$ cat config.mk
export PLATFORM = sky130hd
export DESIGN_NAME = telemetry_frame_encoder
export DESIGN_NICKNAME = d
export VERILOG_FILES = /design/src/tfe_pkg.sv /design/src/telemetry_frame_encoder.sv /design/src/tfe_front.sv /design/src/tfe_queue.sv /design/src/tfe_back.sv
export SDC_FILE = /design/constraint.sdc
export NUM_CORES = 1
export LEC_CHECK = 0
export BUFFER_PORTS_ARGS = -buffer_cell sky130_fd_sc_hd__buf_2
export CELL_PAD_IN_SITES_DETAIL_PLACEMENT = 1
export CELL_PAD_IN_SITES_GLOBAL_PLACEMENT = 2
export CORE_ASPECT_RATIO = 0.75
export CORE_MARGIN = 4
export CORE_UTILIZATION = 45
export DETAILED_ROUTE_END_ITERATION = 8
export HOLD_SLACK_MARGIN = 0.05
export PLACE_DENSITY_LB_ADDON = 0.1
export SYNTH_ARGS = -nofsm -noshare
export SYNTH_HDL_FRONTEND = slang
export SYNTH_SLANG_ARGS = --single-unit
export TNS_END_PERCENT = 1
$ cat constraint.sdc
create_clock -name clk -period 6.4 [get_ports clk]
set_clock_uncertainty 0.15 [all_clocks]
set_input_delay 0.64 -clock clk [delete_from_list [all_inputs] [get_ports clk]]
set_output_delay 0.64 -clock clk [all_outputs]
set_load 0.03 [all_outputs]
$ cat src/tfe_pkg.sv
// ----------------------------------------------------------------------------
// tfe_pkg: shared types and constants for the telemetry frame encoder
// Request and result payloads, queue entry, register file and sequencer phases.
// ----------------------------------------------------------------------------
package tfe_pkg;

  // Frame kinds
  localparam logic OP_ATTITUDE = 1'b0;
  localparam logic OP_ALTITUDE = 1'b1;

  // Register indexes on the configuration port
  localparam int unsigned CFG_INDEX_W = 3;
  localparam logic [CFG_INDEX_W-1:0] CFG_HEADER  = 3'd0;
  localparam logic [CFG_INDEX_W-1:0] CFG_DEST    = 3'd1;
  localparam logic [CFG_INDEX_W-1:0] CFG_ATT_ID  = 3'd2;
  localparam logic [CFG_INDEX_W-1:0] CFG_ALT_ID  = 3'd3;
  localparam logic [CFG_INDEX_W-1:0] CFG_TRAILER = 3'd4;

  // Register reset values
  localparam logic [7:0] RST_HEADER  = 8'hAA;
  localparam logic [7:0] RST_DEST    = 8'hFF;
  localparam logic [7:0] RST_ATT_ID  = 8'h04;
  localparam logic [7:0] RST_ALT_ID  = 8'h05;
  localparam logic [7:0] RST_TRAILER = 8'h01;

  // Payload length bytes and payload byte counts
  localparam logic [7:0] ATT_LEN = 8'd9;
  localparam logic [7:0] ALT_LEN = 8'd13;
  localparam logic [3:0] ATT_PAY_LAST = 4'd7;   // 8 payload bytes
  localparam logic [3:0] ALT_PAY_LAST = 4'd11;  // 4 altitude bytes + 8 zeros

  // Queue depth between front and back
  localparam int unsigned QUEUE_DEPTH = 2;

  typedef struct packed {
    logic               op;
    logic signed [15:0] quat_w;
    logic signed [15:0] quat_x;
    logic signed [15:0] quat_y;
    logic signed [15:0] quat_z;
    logic signed [31:0] altitude_cm;
  } tfe_req_t;

  typedef struct packed {
    logic [7:0] frame_byte;
    logic       last_byte;
  } tfe_res_t;

  // Classified frame: kind plus payload bytes, byte 0 in the low bits
  typedef struct packed {
    logic        alt;
    logic [63:0] payload;
  } tfe_entry_t;

  typedef struct packed {
    logic [7:0] header_byte;
    logic [7:0] dest_address;
    logic [7:0] attitude_frame_id;
    logic [7:0] altitude_frame_id;
    logic [7:0] trailer_byte;
  } tfe_cfg_t;

  typedef enum logic [3:0] {
    PH_IDLE,
    PH_HEAD,
    PH_DEST,
    PH_ID,
    PH_LEN,
    PH_PAY,
    PH_TRAIL,
    PH_SUM,
    PH_ADD
  } tfe_phase_t;

endpackage

$ cat src/telemetry_frame_encoder.sv
// ----------------------------------------------------------------------------
// telemetry_frame_encoder: serial telemetry frame generator
// Turns attitude or altitude requests into framed bytes with sum/add checks.
// ----------------------------------------------------------------------------
//  channel   handshake              payload
//  -------   ---------------------  ------------------------------------
//  request   start / busy           req   (op, quat_w..z, altitude_cm)
//  result    res_strobe (no stall)  res   (frame_byte, last_byte)
//  config    cfg_we                 cfg_index, cfg_data (8 bits)
//
//  A frame is 15 (attitude) or 19 (altitude) bytes, one byte per cycle,
//  sent by the serializer; frames follow each other with no gap while requests are queued.
//  The first byte passes through the queue, the serializer phase register and the res register.
//  A two-entry queue holds requests; busy rises only when it is full.
//  Synchronous reset restores the register defaults and empties the queue.
//  The receiver cannot stall: every strobed byte is taken.
// ----------------------------------------------------------------------------
module telemetry_frame_encoder (
  input  logic                              clk,
  input  logic                              rst,
  input  logic                              start,
  output logic                              busy,
  input  tfe_pkg::tfe_req_t                 req,
  output logic                              res_strobe,
  output tfe_pkg::tfe_res_t                 res,
  input  logic                              cfg_we,
  input  logic [tfe_pkg::CFG_INDEX_W-1:0]   cfg_index,
  input  logic [7:0]                        cfg_data
);

  tfe_pkg::tfe_cfg_t   cfg;
  tfe_pkg::tfe_entry_t push_entry;
  tfe_pkg::tfe_entry_t head;
  logic                push;
  logic                pop;
  logic                q_not_empty;
  logic                q_full;

  // Register file writes; unknown indexes are dropped
  always_ff @(posedge clk) begin
    if (rst) begin
      cfg.header_byte       <= tfe_pkg::RST_HEADER;
      cfg.dest_address      <= tfe_pkg::RST_DEST;
      cfg.attitude_frame_id <= tfe_pkg::RST_ATT_ID;
      cfg.altitude_frame_id <= tfe_pkg::RST_ALT_ID;
      cfg.trailer_byte      <= tfe_pkg::RST_TRAILER;
    end else if (cfg_we) begin
      unique case (cfg_index)
        tfe_pkg::CFG_HEADER:  cfg.header_byte       <= cfg_data;
        tfe_pkg::CFG_DEST:    cfg.dest_address      <= cfg_data;
        tfe_pkg::CFG_ATT_ID:  cfg.attitude_frame_id <= cfg_data;
        tfe_pkg::CFG_ALT_ID:  cfg.altitude_frame_id <= cfg_data;
        tfe_pkg::CFG_TRAILER: cfg.trailer_byte      <= cfg_data;
        default:              cfg <= cfg;
      endcase
    end
  end

  tfe_front u_front (
    .start  (start),
    .req    (req),
    .q_full (q_full),
    .busy   (busy),
    .push   (push),
    .entry  (push_entry)
  );

  tfe_queue u_queue (
    .clk        (clk),
    .rst        (rst),
    .push       (push),
    .push_entry (push_entry),
    .pop        (pop),
    .head       (head),
    .not_empty  (q_not_empty),
    .full       (q_full)
  );

  tfe_back u_back (
    .clk         (clk),
    .rst         (rst),
    .cfg         (cfg),
    .head        (head),
    .q_not_empty (q_not_empty),
    .pop         (pop),
    .res_strobe  (res_strobe),
    .res         (res)
  );

endmodule

$ cat src/tfe_front.sv
// ----------------------------------------------------------------------------
// tfe_front: request intake
// Accepts frame requests and packs the payload bytes of the chosen frame kind.
// ----------------------------------------------------------------------------
module tfe_front (
  input  logic               start,
  input  tfe_pkg::tfe_req_t  req,
  input  logic               q_full,
  output logic               busy,
  output logic               push,
  output tfe_pkg::tfe_entry_t entry
);

  // Stall intake while the queue is full
  assign busy = q_full;
  assign push = start && !q_full;

  // Classify the request and lay out its payload in transmit order
  always_comb begin
    entry.alt = (req.op == tfe_pkg::OP_ALTITUDE);
    if (entry.alt) begin
      entry.payload = {32'd0, req.altitude_cm};
    end else begin
      entry.payload = {req.quat_z, req.quat_y, req.quat_x, req.quat_w};
    end
  end

endmodule

$ cat src/tfe_queue.sv
// ----------------------------------------------------------------------------
// tfe_queue: classified frame queue
// Small first-in first-out store that decouples intake from serialization.
// ----------------------------------------------------------------------------
module tfe_queue (
  input  logic                clk,
  input  logic                rst,
  input  logic                push,
  input  tfe_pkg::tfe_entry_t push_entry,
  input  logic                pop,
  output tfe_pkg::tfe_entry_t head,
  output logic                not_empty,
  output logic                full
);

  localparam int unsigned PTR_W = $clog2(tfe_pkg::QUEUE_DEPTH);
  localparam int unsigned CNT_W = $clog2(tfe_pkg::QUEUE_DEPTH + 1);

  tfe_pkg::tfe_entry_t slots [tfe_pkg::QUEUE_DEPTH];
  logic [PTR_W-1:0]    wptr;
  logic [PTR_W-1:0]    rptr;
  logic [CNT_W-1:0]    count;

  assign head      = slots[rptr];
  assign not_empty = (count != '0);
  assign full      = (count == CNT_W'(tfe_pkg::QUEUE_DEPTH));

  // Write entry data
  always_ff @(posedge clk) begin
    if (push) begin
      slots[wptr] <= push_entry;
    end
  end

  // Advance pointers and track fill level
  always_ff @(posedge clk) begin
    if (rst) begin
      wptr  <= '0;
      rptr  <= '0;
      count <= '0;
    end else begin
      if (push) begin
        wptr <= (wptr == PTR_W'(tfe_pkg::QUEUE_DEPTH - 1)) ? '0 : wptr + 1'b1;
      end
      if (pop) begin
        rptr <= (rptr == PTR_W'(tfe_pkg::QUEUE_DEPTH - 1)) ? '0 : rptr + 1'b1;
      end
      if (push && !pop) begin
        count <= count + 1'b1;
      end else if (pop && !push) begin
        count <= count - 1'b1;
      end
    end
  end

  a_no_overflow: assert property (@(posedge clk) disable iff (rst)
    push |-> !full)
    else $error("queue push while full");

  a_no_underflow: assert property (@(posedge clk) disable iff (rst)
    pop |-> not_empty)
    else $error("queue pop while empty");

  a_count_up: assert property (@(posedge clk) disable iff (rst)
    (push && !pop) |=> (count == $past(count) + 1'b1))
    else $error("queue count did not advance on push");

endmodule

$ cat src/tfe_back.sv
// ----------------------------------------------------------------------------
// tfe_back: frame serializer
// Emits one frame byte per cycle during a frame and accumulates the sum and add checks.
// ----------------------------------------------------------------------------
module tfe_back (
  input  logic                clk,
  input  logic                rst,
  input  tfe_pkg::tfe_cfg_t   cfg,
  input  tfe_pkg::tfe_entry_t head,
  input  logic                q_not_empty,
  output logic                pop,
  output logic                res_strobe,
  output tfe_pkg::tfe_res_t   res
);

  tfe_pkg::tfe_phase_t phase;
  tfe_pkg::tfe_phase_t phase_next;
  logic                cur_alt;
  logic [63:0]         cur_payload;
  logic [3:0]          pidx;
  logic                pay_last;
  logic [7:0]          pay_byte;
  logic [7:0]          sum_chk;
  logic [7:0]          add_chk;
  logic [7:0]          sum_next;
  logic [7:0]          cur_byte;
  logic                cur_last;

  // Take the next frame at the end of the current one, or when idle
  assign pop = q_not_empty && (phase == tfe_pkg::PH_IDLE || phase == tfe_pkg::PH_ADD);

  // Select payload byte; bytes past the stored eight are zero fill
  assign pay_byte = pidx[3] ? 8'd0 : cur_payload[{pidx[2:0], 3'b000} +: 8];
  assign pay_last = (pidx == (cur_alt ? tfe_pkg::ALT_PAY_LAST : tfe_pkg::ATT_PAY_LAST));

  // Next phase
  always_comb begin
    phase_next = phase;
    unique case (phase)
      tfe_pkg::PH_IDLE:  phase_next = pop ? tfe_pkg::PH_HEAD : tfe_pkg::PH_IDLE;
      tfe_pkg::PH_HEAD:  phase_next = tfe_pkg::PH_DEST;
      tfe_pkg::PH_DEST:  phase_next = tfe_pkg::PH_ID;
      tfe_pkg::PH_ID:    phase_next = tfe_pkg::PH_LEN;
      tfe_pkg::PH_LEN:   phase_next = tfe_pkg::PH_PAY;
      tfe_pkg::PH_PAY:   phase_next = pay_last ? tfe_pkg::PH_TRAIL : tfe_pkg::PH_PAY;
      tfe_pkg::PH_TRAIL: phase_next = tfe_pkg::PH_SUM;
      tfe_pkg::PH_SUM:   phase_next = tfe_pkg::PH_ADD;
      tfe_pkg::PH_ADD:   phase_next = pop ? tfe_pkg::PH_HEAD : tfe_pkg::PH_IDLE;
      default:           phase_next = tfe_pkg::PH_IDLE;
    endcase
  end

  // Byte for the current phase
  always_comb begin
    cur_byte = 8'd0;
    cur_last = 1'b0;
    unique case (phase)
      tfe_pkg::PH_IDLE:  cur_byte = 8'd0;
      tfe_pkg::PH_HEAD:  cur_byte = cfg.header_byte;
      tfe_pkg::PH_DEST:  cur_byte = cfg.dest_address;
      tfe_pkg::PH_ID:    cur_byte = cur_alt ? cfg.altitude_frame_id : cfg.attitude_frame_id;
      tfe_pkg::PH_LEN:   cur_byte = cur_alt ? tfe_pkg::ALT_LEN : tfe_pkg::ATT_LEN;
      tfe_pkg::PH_PAY:   cur_byte = pay_byte;
      tfe_pkg::PH_TRAIL: cur_byte = cfg.trailer_byte;
      tfe_pkg::PH_SUM:   cur_byte = sum_chk;
      tfe_pkg::PH_ADD: begin
        cur_byte = add_chk;
        cur_last = 1'b1;
      end
      default:           cur_byte = 8'd0;
    endcase
  end

  assign sum_next = sum_chk + cur_byte;

  // Advance phase and result strobe
  always_ff @(posedge clk) begin
    if (rst) begin
      phase      <= tfe_pkg::PH_IDLE;
      res_strobe <= 1'b0;
    end else begin
      phase      <= phase_next;
      res_strobe <= (phase != tfe_pkg::PH_IDLE);
    end
  end

  // Load frame, count payload bytes, accumulate checks, register the result
  always_ff @(posedge clk) begin
    if (pop) begin
      cur_alt     <= head.alt;
      cur_payload <= head.payload;
    end
    pidx <= (phase == tfe_pkg::PH_PAY) ? pidx + 1'b1 : 4'd0;
    case (phase)
      tfe_pkg::PH_HEAD: begin
        sum_chk <= cur_byte;
        add_chk <= cur_byte;
      end
      tfe_pkg::PH_DEST, tfe_pkg::PH_ID, tfe_pkg::PH_LEN, tfe_pkg::PH_PAY,
      tfe_pkg::PH_TRAIL: begin
        sum_chk <= sum_next;
        add_chk <= add_chk + sum_next;
      end
      default: begin
        sum_chk <= sum_chk;
        add_chk <= add_chk;
      end
    endcase
    res.frame_byte <= cur_byte;
    res.last_byte  <= cur_last;
  end

  a_last_strobed: assert property (@(posedge clk) disable iff (rst)
    (res_strobe && res.last_byte) |-> $past(phase == tfe_pkg::PH_ADD))
    else $error("last byte flagged outside the add check");

  a_add_is_last: assert property (@(posedge clk) disable iff (rst)
    (phase == tfe_pkg::PH_ADD) |=> (res_strobe && res.last_byte))
    else $error("add check not flagged as last byte");

  a_pay_to_trail: assert property (@(posedge clk) disable iff (rst)
    (phase == tfe_pkg::PH_PAY && pay_last) |=> (phase == tfe_pkg::PH_TRAIL))
    else $error("payload did not end in trailer");

endmodule
==> results of run 1 <==
final cells by class:
type                            count  area [sq um]  area share
Sequential cell                   273          7580       0.562
Multi-Input combinational cell    504          3900       0.289
Clock buffer                       32           716      0.0530
Timing Repair Buffer              131           678      0.0502
Tap cell                          338           423      0.0313
Clock inverter                     18           169      0.0125
Inverter                            8          30.0     0.00222
cells by family (layout without fill, tap and decap cells):
kind of cell	count (synthesis)	after routing	synth area share
buffers and inverters	49	189	0.0178
and+or+nand+nor	232	232	0.0989
muxes	131	131	0.140
xor gates and xnor gates	20	20	0.0150
DFF	273	273	0.649
AOI/OAI and AO/OA	102	102	0.0576
adders and majority gates	19	19	0.0217
path summary, 6_finish.rpt:
kind | from | to | slack (ps)
worst max-delay path | u_back.phase[2]$_SDFF_PP0_ | u_back.add_chk[7]$_DFFE_PP_ | 1070
worst min-delay path | cfg_data[1] | cfg[9]$_SDFFE_PP0P_ | 260
worst max register to register | u_back.phase[2]$_SDFF_PP0_ | u_back.add_chk[7]$_DFFE_PP_ | 1070
worst min register to register | cfg[21]$_SDFFE_PP0P_ | cfg[21]$_SDFFE_PP0P_ | 310
cells in the final DEF (no fill, tap or decap), types with 9 or more instances in the layout:
master / n
sky130_fd_sc_hd__edfxtp_1: 211
sky130_fd_sc_hd__buf_2: 122
sky130_fd_sc_hd__xor2_1: 10
sky130_fd_sc_hd__nor2b_1: 50
sky130_fd_sc_hd__xnor2_1: 10
sky130_fd_sc_hd__mux2i_1: 17
sky130_fd_sc_hd__o21ai_0: 9
sky130_fd_sc_hd__nand3_1: 9
sky130_fd_sc_hd__mux4_2: 16
sky130_fd_sc_hd__mux2_2: 98
sky130_fd_sc_hd__nor2_1: 36
sky130_fd_sc_hd__clkbuf_16: 28
sky130_fd_sc_hd__nand3b_1: 10
sky130_fd_sc_hd__a211o_1: 10
sky130_fd_sc_hd__a21oi_1: 39
sky130_fd_sc_hd__buf_4: 9
sky130_fd_sc_hd__dfxtp_1: 61
sky130_fd_sc_hd__ha_1: 17
sky130_fd_sc_hd__nand2_1: 90
worst max-delay path: cells and delay by family, from the launching register on:
kind | cells | cell delay (ps)
AO/OA/AOI/OAI | 6 | 1580
XOR/XNOR | 3 | 510
adder cells (fa/ha/maj) | 3 | 1100
flip-flops | 1 | 810
AND/OR/NAND/NOR | 5 | 910
flip-flops by register name, summed over array words and instances, names as in the netlist, 2 cells and up:
register	cells
u_queue.slots	130
u_back.cur_payload	64
cfg	40
u_back.res	9
u_back.add_chk	8
u_back.sum_chk	8
u_back.phase	4
u_back.pidx	4
u_queue.count	2
metrics by stage:
stage | setup WS, ps | instances
2_1_floorplan | 2100 | 826
3_3_place_gp | 1370 | 1254
3_5_place_dp | 1210 | 1254
4_1_cts | 1140 | 1304
5_1_grt | 765 | 1304
6_report | 1070 | 1304
power groups by stage:
stage          Sequential (mW)  Combinational (mW)  Clock (mW)
5_1_grt                   2.83                2.29        1.70
2_1_floorplan             2.70                1.54           0
6_report                  2.79                2.07        1.57
3_3_place_gp              2.81                1.97           0
3_5_place_dp              2.83                2.07           0
4_1_cts                   2.79                2.09        1.62
layer usage:
layer | vias to the layer above | global-route usage | wire length (um)
li1 | 3300 | - | -
met1 | 3576 | 0.289 | 13600
met2 | 162 | 0.304 | 12600
met3 | 35 | 0.0385 | 1430
met4 | 0 | 0.0344 | 418
met5 | - | 0 | 0
==> flow_summary.toml, run 1 <==
[synth]
synthTopCellsByCount = "sky130_fd_sc_hd__edfxtp_1, sky130_fd_sc_hd__mux2_2, sky130_fd_sc_hd__nand2_1, sky130_fd_sc_hd__dfxtp_1, sky130_fd_sc_hd__nor2b_1"
synth_largest_area_cell = "sky130_fd_sc_hd__edfxtp_1"
mappedNetlistNets = 957
synth-warning-count = 0
synthTopCellsByArea = "sky130_fd_sc_hd__edfxtp_1, sky130_fd_sc_hd__dfxtp_1, sky130_fd_sc_hd__mux2_2"
synth-seq-area-share = 0.649
synth_cell_type_count = 53
syn_avg_cell_area_sq_um = 14.1
most_frequent_cell_after_synthesis = "sky130_fd_sc_hd__edfxtp_1"
synth.ff_latch_count = 273
synth_enable_flop_cells = 211
post_synth_inst_count = 826
netlist.area_leader.share = 0.543
ys_async_sr_fraction = 0
synth_top_flop_cell = "sky130_fd_sc_hd__edfxtp_1"
synth_area_sq_um = 11700

[worst_setup_path]
timing.critical_path.fanout_max = 21
path_class = "flop to flop"
cpMaxStageDelayCell = "sky130_fd_sc_hd__dfxtp_1"
worst_setup_path_start_kind = "flop"
ff2ff_path_depth = 17
critical_path.cell_chain = "nor2_1, a22o_1, a221oi_1, o221ai_1, ha_1, fa_1, a21o_1, a21oi_1, xnor2_1, ha_1, nand3_1, nor2_1, or3_1, a211o_1, xnor2_1, nor2_2, xnor2_1"
timing.critical_path.required_ps = 6540
worst_setup_path_end_kind = "flop"
critical_path_arrival_ps = 5470
cp_most_frequent_cell = "sky130_fd_sc_hd__xnor2_1"
crit_path_max_incr_delay_ps = 810

[clock_tree]
clock-root-buffer = "sky130_fd_sc_hd__clkbuf_16"
clock_tree.htree_level_count = 1
worst_skew_pair.late_latency_ps = 540
cts_buffers = 28
cts_repair_resize_count = 0
post-cts-setup-buffer-count = 0
cts_buffer_depth = 3
clkSinkCount = 273
clkTransAtPathRegs_ps = 70
postCtsHoldBufs = 0
tritoncts = "built"

[run_status]
run_status = "finished, final reports clean"

[sta]
max_freq_mhz = 188
max-slew-margin-rel = 0.245
fin_worst_hold_slack_ps = 261
rsz0062_at_grt = "no"
totalNegativeSetupSlack_ps = 0
worst_slew_pin_slew_ps = 1130
drv_slew = 0
finalHoldViolations = 0
timing.final.crit_share = 0.833
setup_viol = 0
final_period_minus_worst_setup_slack_ps = 5330

[power]
p_total_mw = 6.43
netSwitchingFraction = 0.334
vdd.ir_drop.worst_uv = 262
internal-power_mw = 4.28
power.combinational.fraction = 0.322
power.density_cell_area_nw_per_um2 = 476
p_sw_mw = 2.15
p_seq_frac = 0.434
power.leakage_nw = 4.88
power.share.clock = 0.245

[floorplan]
die_boundary_height_um = 147
core_box_area_sq_um = 25300
die_w_um = 194
die-area_sq_um = 28600
floorplan.initialDensity = 0.462
floorplan.rows = 50
io-pin-count = 123

[grt]
track_usage = 0.194
number_of_antenna_violations_at_the_first_check_in_global_routing = 0
wire_length_of_the_first_global_routing_pass_mm = 44.2
grt_pass1_vias = 7576
globalRouteOverflowTotal = 0
grt_start_max_net_pins = 67

[route]
routedWlPerCell_um = 21.5
drc_violation_total_after_the_first_tritonroute_iteration = 369
antenna_left = 0
route.final.wire_length_mm = 28.1
via_per_inst = 5.42
first_pass_iters = 5
detail_route.drc_violations = 0
detailroute.via_count = 7073

[flow_run]
maxCapViolations = 0

[placed_design]
port-buffer-count = 122
globalplace.congestion = 0.879
detailed_place.area_sq_um = 12600
place.detailed.hpwl_mm = 19.6

[min_path]
worstHoldPathType = "primary input to flop"
hold-path-cell-count = 3

[final_layout]
antenna_cells = 0
final_nets = 1077
final_area_sq_um = 13500
finish.utilization = 0.534
fillers = 2504
areaGrowthSynthToFinish_pct = 15.6
layout-drive-gt1-share = 0.311
(Power assumes the default switching activity.)
==> run 2: changes to the inputs <==
--- a/config.mk
+++ b/config.mk
@@ -10,7 +10,7 @@
 export CELL_PAD_IN_SITES_GLOBAL_PLACEMENT = 2
 export CORE_ASPECT_RATIO = 0.75
 export CORE_MARGIN = 4
-export CORE_UTILIZATION = 45
+export CORE_UTILIZATION = 38
 export DETAILED_ROUTE_END_ITERATION = 8
 export HOLD_SLACK_MARGIN = 0.05
 export PLACE_DENSITY_LB_ADDON = 0.1
==> constraint.sdc (replaced) <==
create_clock -name clk -period 4.7 [get_ports clk]
set_clock_uncertainty 0.15 [all_clocks]
set_input_delay 0.47 -clock clk [delete_from_list [all_inputs] [get_ports clk]]
set_output_delay 0.47 -clock clk [all_outputs]
set_load 0.03 [all_outputs]
==> flow_summary.toml, run 2 (synthesis gave the netlist of run 1 again) <==
[run_status]
run_status = "finished, final reports clean"

[final_layout]
areaGrowthSynthToFinish_pct = 19.3
mostFrequentLayoutCell = "sky130_fd_sc_hd__edfxtp_1"
mostFrequentLayoutCells = "sky130_fd_sc_hd__edfxtp_1, sky130_fd_sc_hd__buf_2, sky130_fd_sc_hd__mux2_2"
finish.utilization = 0.461
final_area_sq_um = 13900
final_nets = 1103
largest_register_ffs = 130
fillers = 3066
largest-register = "u_queue.slots"
antenna_cells = 0
largest_registers_ranked_by_flip_flop_count = "u_queue.slots (130), u_back.cur_payload (64), cfg (40)"
layout-drive-gt1-share = 0.340

[worst_setup_path]
ff2ff_path_depth = 16
worst_setup_path_end_kind = "flop"
critical_path_arrival_ps = 4630
cp-startpoint = "u_back.pidx[0]$_SDFF_PN0_"
timing.critical_path.fanout_max = 5
worst_setup_path_start_kind = "flop"
timing.critical_path.required_ps = 4830
reg2reg_to = "u_back.add_chk[7]$_DFFE_PP_"
rrSetupSlack_ps = 200
crit_path_end = "u_back.add_chk[7]$_DFFE_PP_"
path_class = "flop to flop"
worstReg2RegStart = "u_back.pidx[0]$_SDFF_PN0_"

[sta]
final_period_minus_worst_setup_slack_ps = 4500
worst_slew_pin_slew_ps = 1150
max-slew-margin-rel = 0.230
finalHoldViolations = 0
setup_viol = 0
timing.final.crit_share = 0.957
max_freq_mhz = 222
rsz0062_at_grt = "no"
fin_worst_hold_slack_ps = 81.1
drv_slew = 0

[floorplan]
die-area_sq_um = 33600
core_box_area_sq_um = 30200
floorplan.rows = 55
io-pin-count = 123
die_w_um = 210
die_boundary_height_um = 160
floorplan.initialDensity = 0.386

[grt]
globalRouteOverflowTotal = 0
wire_length_of_the_first_global_routing_pass_mm = 45.9
grt_start_max_net_pins = 66
track_usage = 0.173
grt_pass1_vias = 7789
number_of_antenna_violations_at_the_first_check_in_global_routing = 0

[route]
detail_route.drc_violations = 0
detailroute.via_count = 7126
first_pass_iters = 4
drc_violation_total_after_the_first_tritonroute_iteration = 509
route.final.wire_length_mm = 29.4
routedWlPerCell_um = 21.1
antenna_left = 0
via_per_inst = 5.12

[flow_run]
maxCapViolations = 0

[clock_tree]
tritoncts = "built"
worst_skew_pair.late_latency_ps = 540
cts_buffer_depth = 3
cts_buffers = 28
clkSinkCount = 273
clock_tree.htree_level_count = 1
clkTransAtPathRegs_ps = 70
clock-root-buffer = "sky130_fd_sc_hd__clkbuf_16"

[placed_design]
detailed_place.area_sq_um = 12900
globalplace.congestion = 0.829
place.detailed.hpwl_mm = 20.8
port-buffer-count = 122

[min_path]
worstHoldPathType = "primary input to flop"

[power]
vdd.ir_drop.worst_uv = 283
power.density_cell_area_nw_per_um2 = 651
power.leakage_nw = 5.06
run 2: area by class of cell:
class	instances	area (sq um)	area share
clock buffer	38	790	0.0567
clock inverter	13	179	0.0128
inverter	8	30.0	0.00216
multi-input combinational	504	3950	0.283
sequential	273	7580	0.544
tap	399	499	0.0358
timing repair buffer	157	901	0.0647
run 2: how the worst min path moves through the flow:
stage                         startpoint                   end  slack, ps  cells past startpoint
global placement    cfg[12]$_SDFFE_PP0P_  cfg[12]$_SDFFE_PP0P_        290                      2
detailed placement  cfg[14]$_SDFFE_PP0P_  cfg[14]$_SDFFE_PP0P_        300                      2
floorplan            cfg[0]$_SDFFE_PP1P_   cfg[0]$_SDFFE_PP1P_        280                      2
CTS                          cfg_data[0]  cfg[16]$_SDFFE_PP0P_         50                      3
global route                 cfg_data[0]  cfg[16]$_SDFFE_PP0P_         80                      3
finish                       cfg_data[6]  cfg[14]$_SDFFE_PP0P_         80                      3
run 2: critical path, stage by stage (launching register included):
cell                       delay (ps)
sky130_fd_sc_hd__dfxtp_2          420
sky130_fd_sc_hd__mux4_2           540
sky130_fd_sc_hd__mux2i_2          200
sky130_fd_sc_hd__o221ai_2         150
sky130_fd_sc_hd__ha_1             270
sky130_fd_sc_hd__fa_1             460
sky130_fd_sc_hd__a21o_1           190
sky130_fd_sc_hd__a21oi_2          180
sky130_fd_sc_hd__xnor2_1          170
sky130_fd_sc_hd__ha_1             320
sky130_fd_sc_hd__nand3_1          100
sky130_fd_sc_hd__nor2_1            60
sky130_fd_sc_hd__or3_1            400
sky130_fd_sc_hd__a211o_1          280
sky130_fd_sc_hd__xnor2_1          170
sky130_fd_sc_hd__nor2_2            50
sky130_fd_sc_hd__xnor2_1          140
run 2: power by group:
group          internal (mW)  leakage [nW]  switching [mW]
Sequential              3.45          2.50           0.343
Combinational           1.26          2.09            1.69
Clock                   1.40         0.463           0.935
Total                   6.10          5.06            2.96
run 2: timing repair:
item | CTS | global route
endpoints found under the setup margin | 1 | 2
buffers inserted | 1 | 0
hold endpoints to repair | 1 | 0
resized for setup | 2 | 12
hold buffers | 1 | 0
run 2: per-stage QoR:
| stage | setup slack, ps | power (mW) | setup TNS [ps] | std cells |
|---|---|---|---|---|
| after global routing | 11.1 | 9.61 | 0 | 1392 |
| after detailed placement | -38.6 | 6.77 | -38.6 | 1339 |
| after floorplan | 400 | 5.77 | 0 | 826 |
| after CTS | 11.7 | 9.15 | 0 | 1392 |
| final | 203 | 9.07 | 0 | 1392 |
| after global placement | 48.0 | 6.66 | 0 | 1339 |
run 2: layer usage:
layer,GRT usage,part of all wire
met5,0,0
met4,0.0244,0.014
met3,0.0320,0.047
met2,0.265,0.44
met1,0.265,0.50
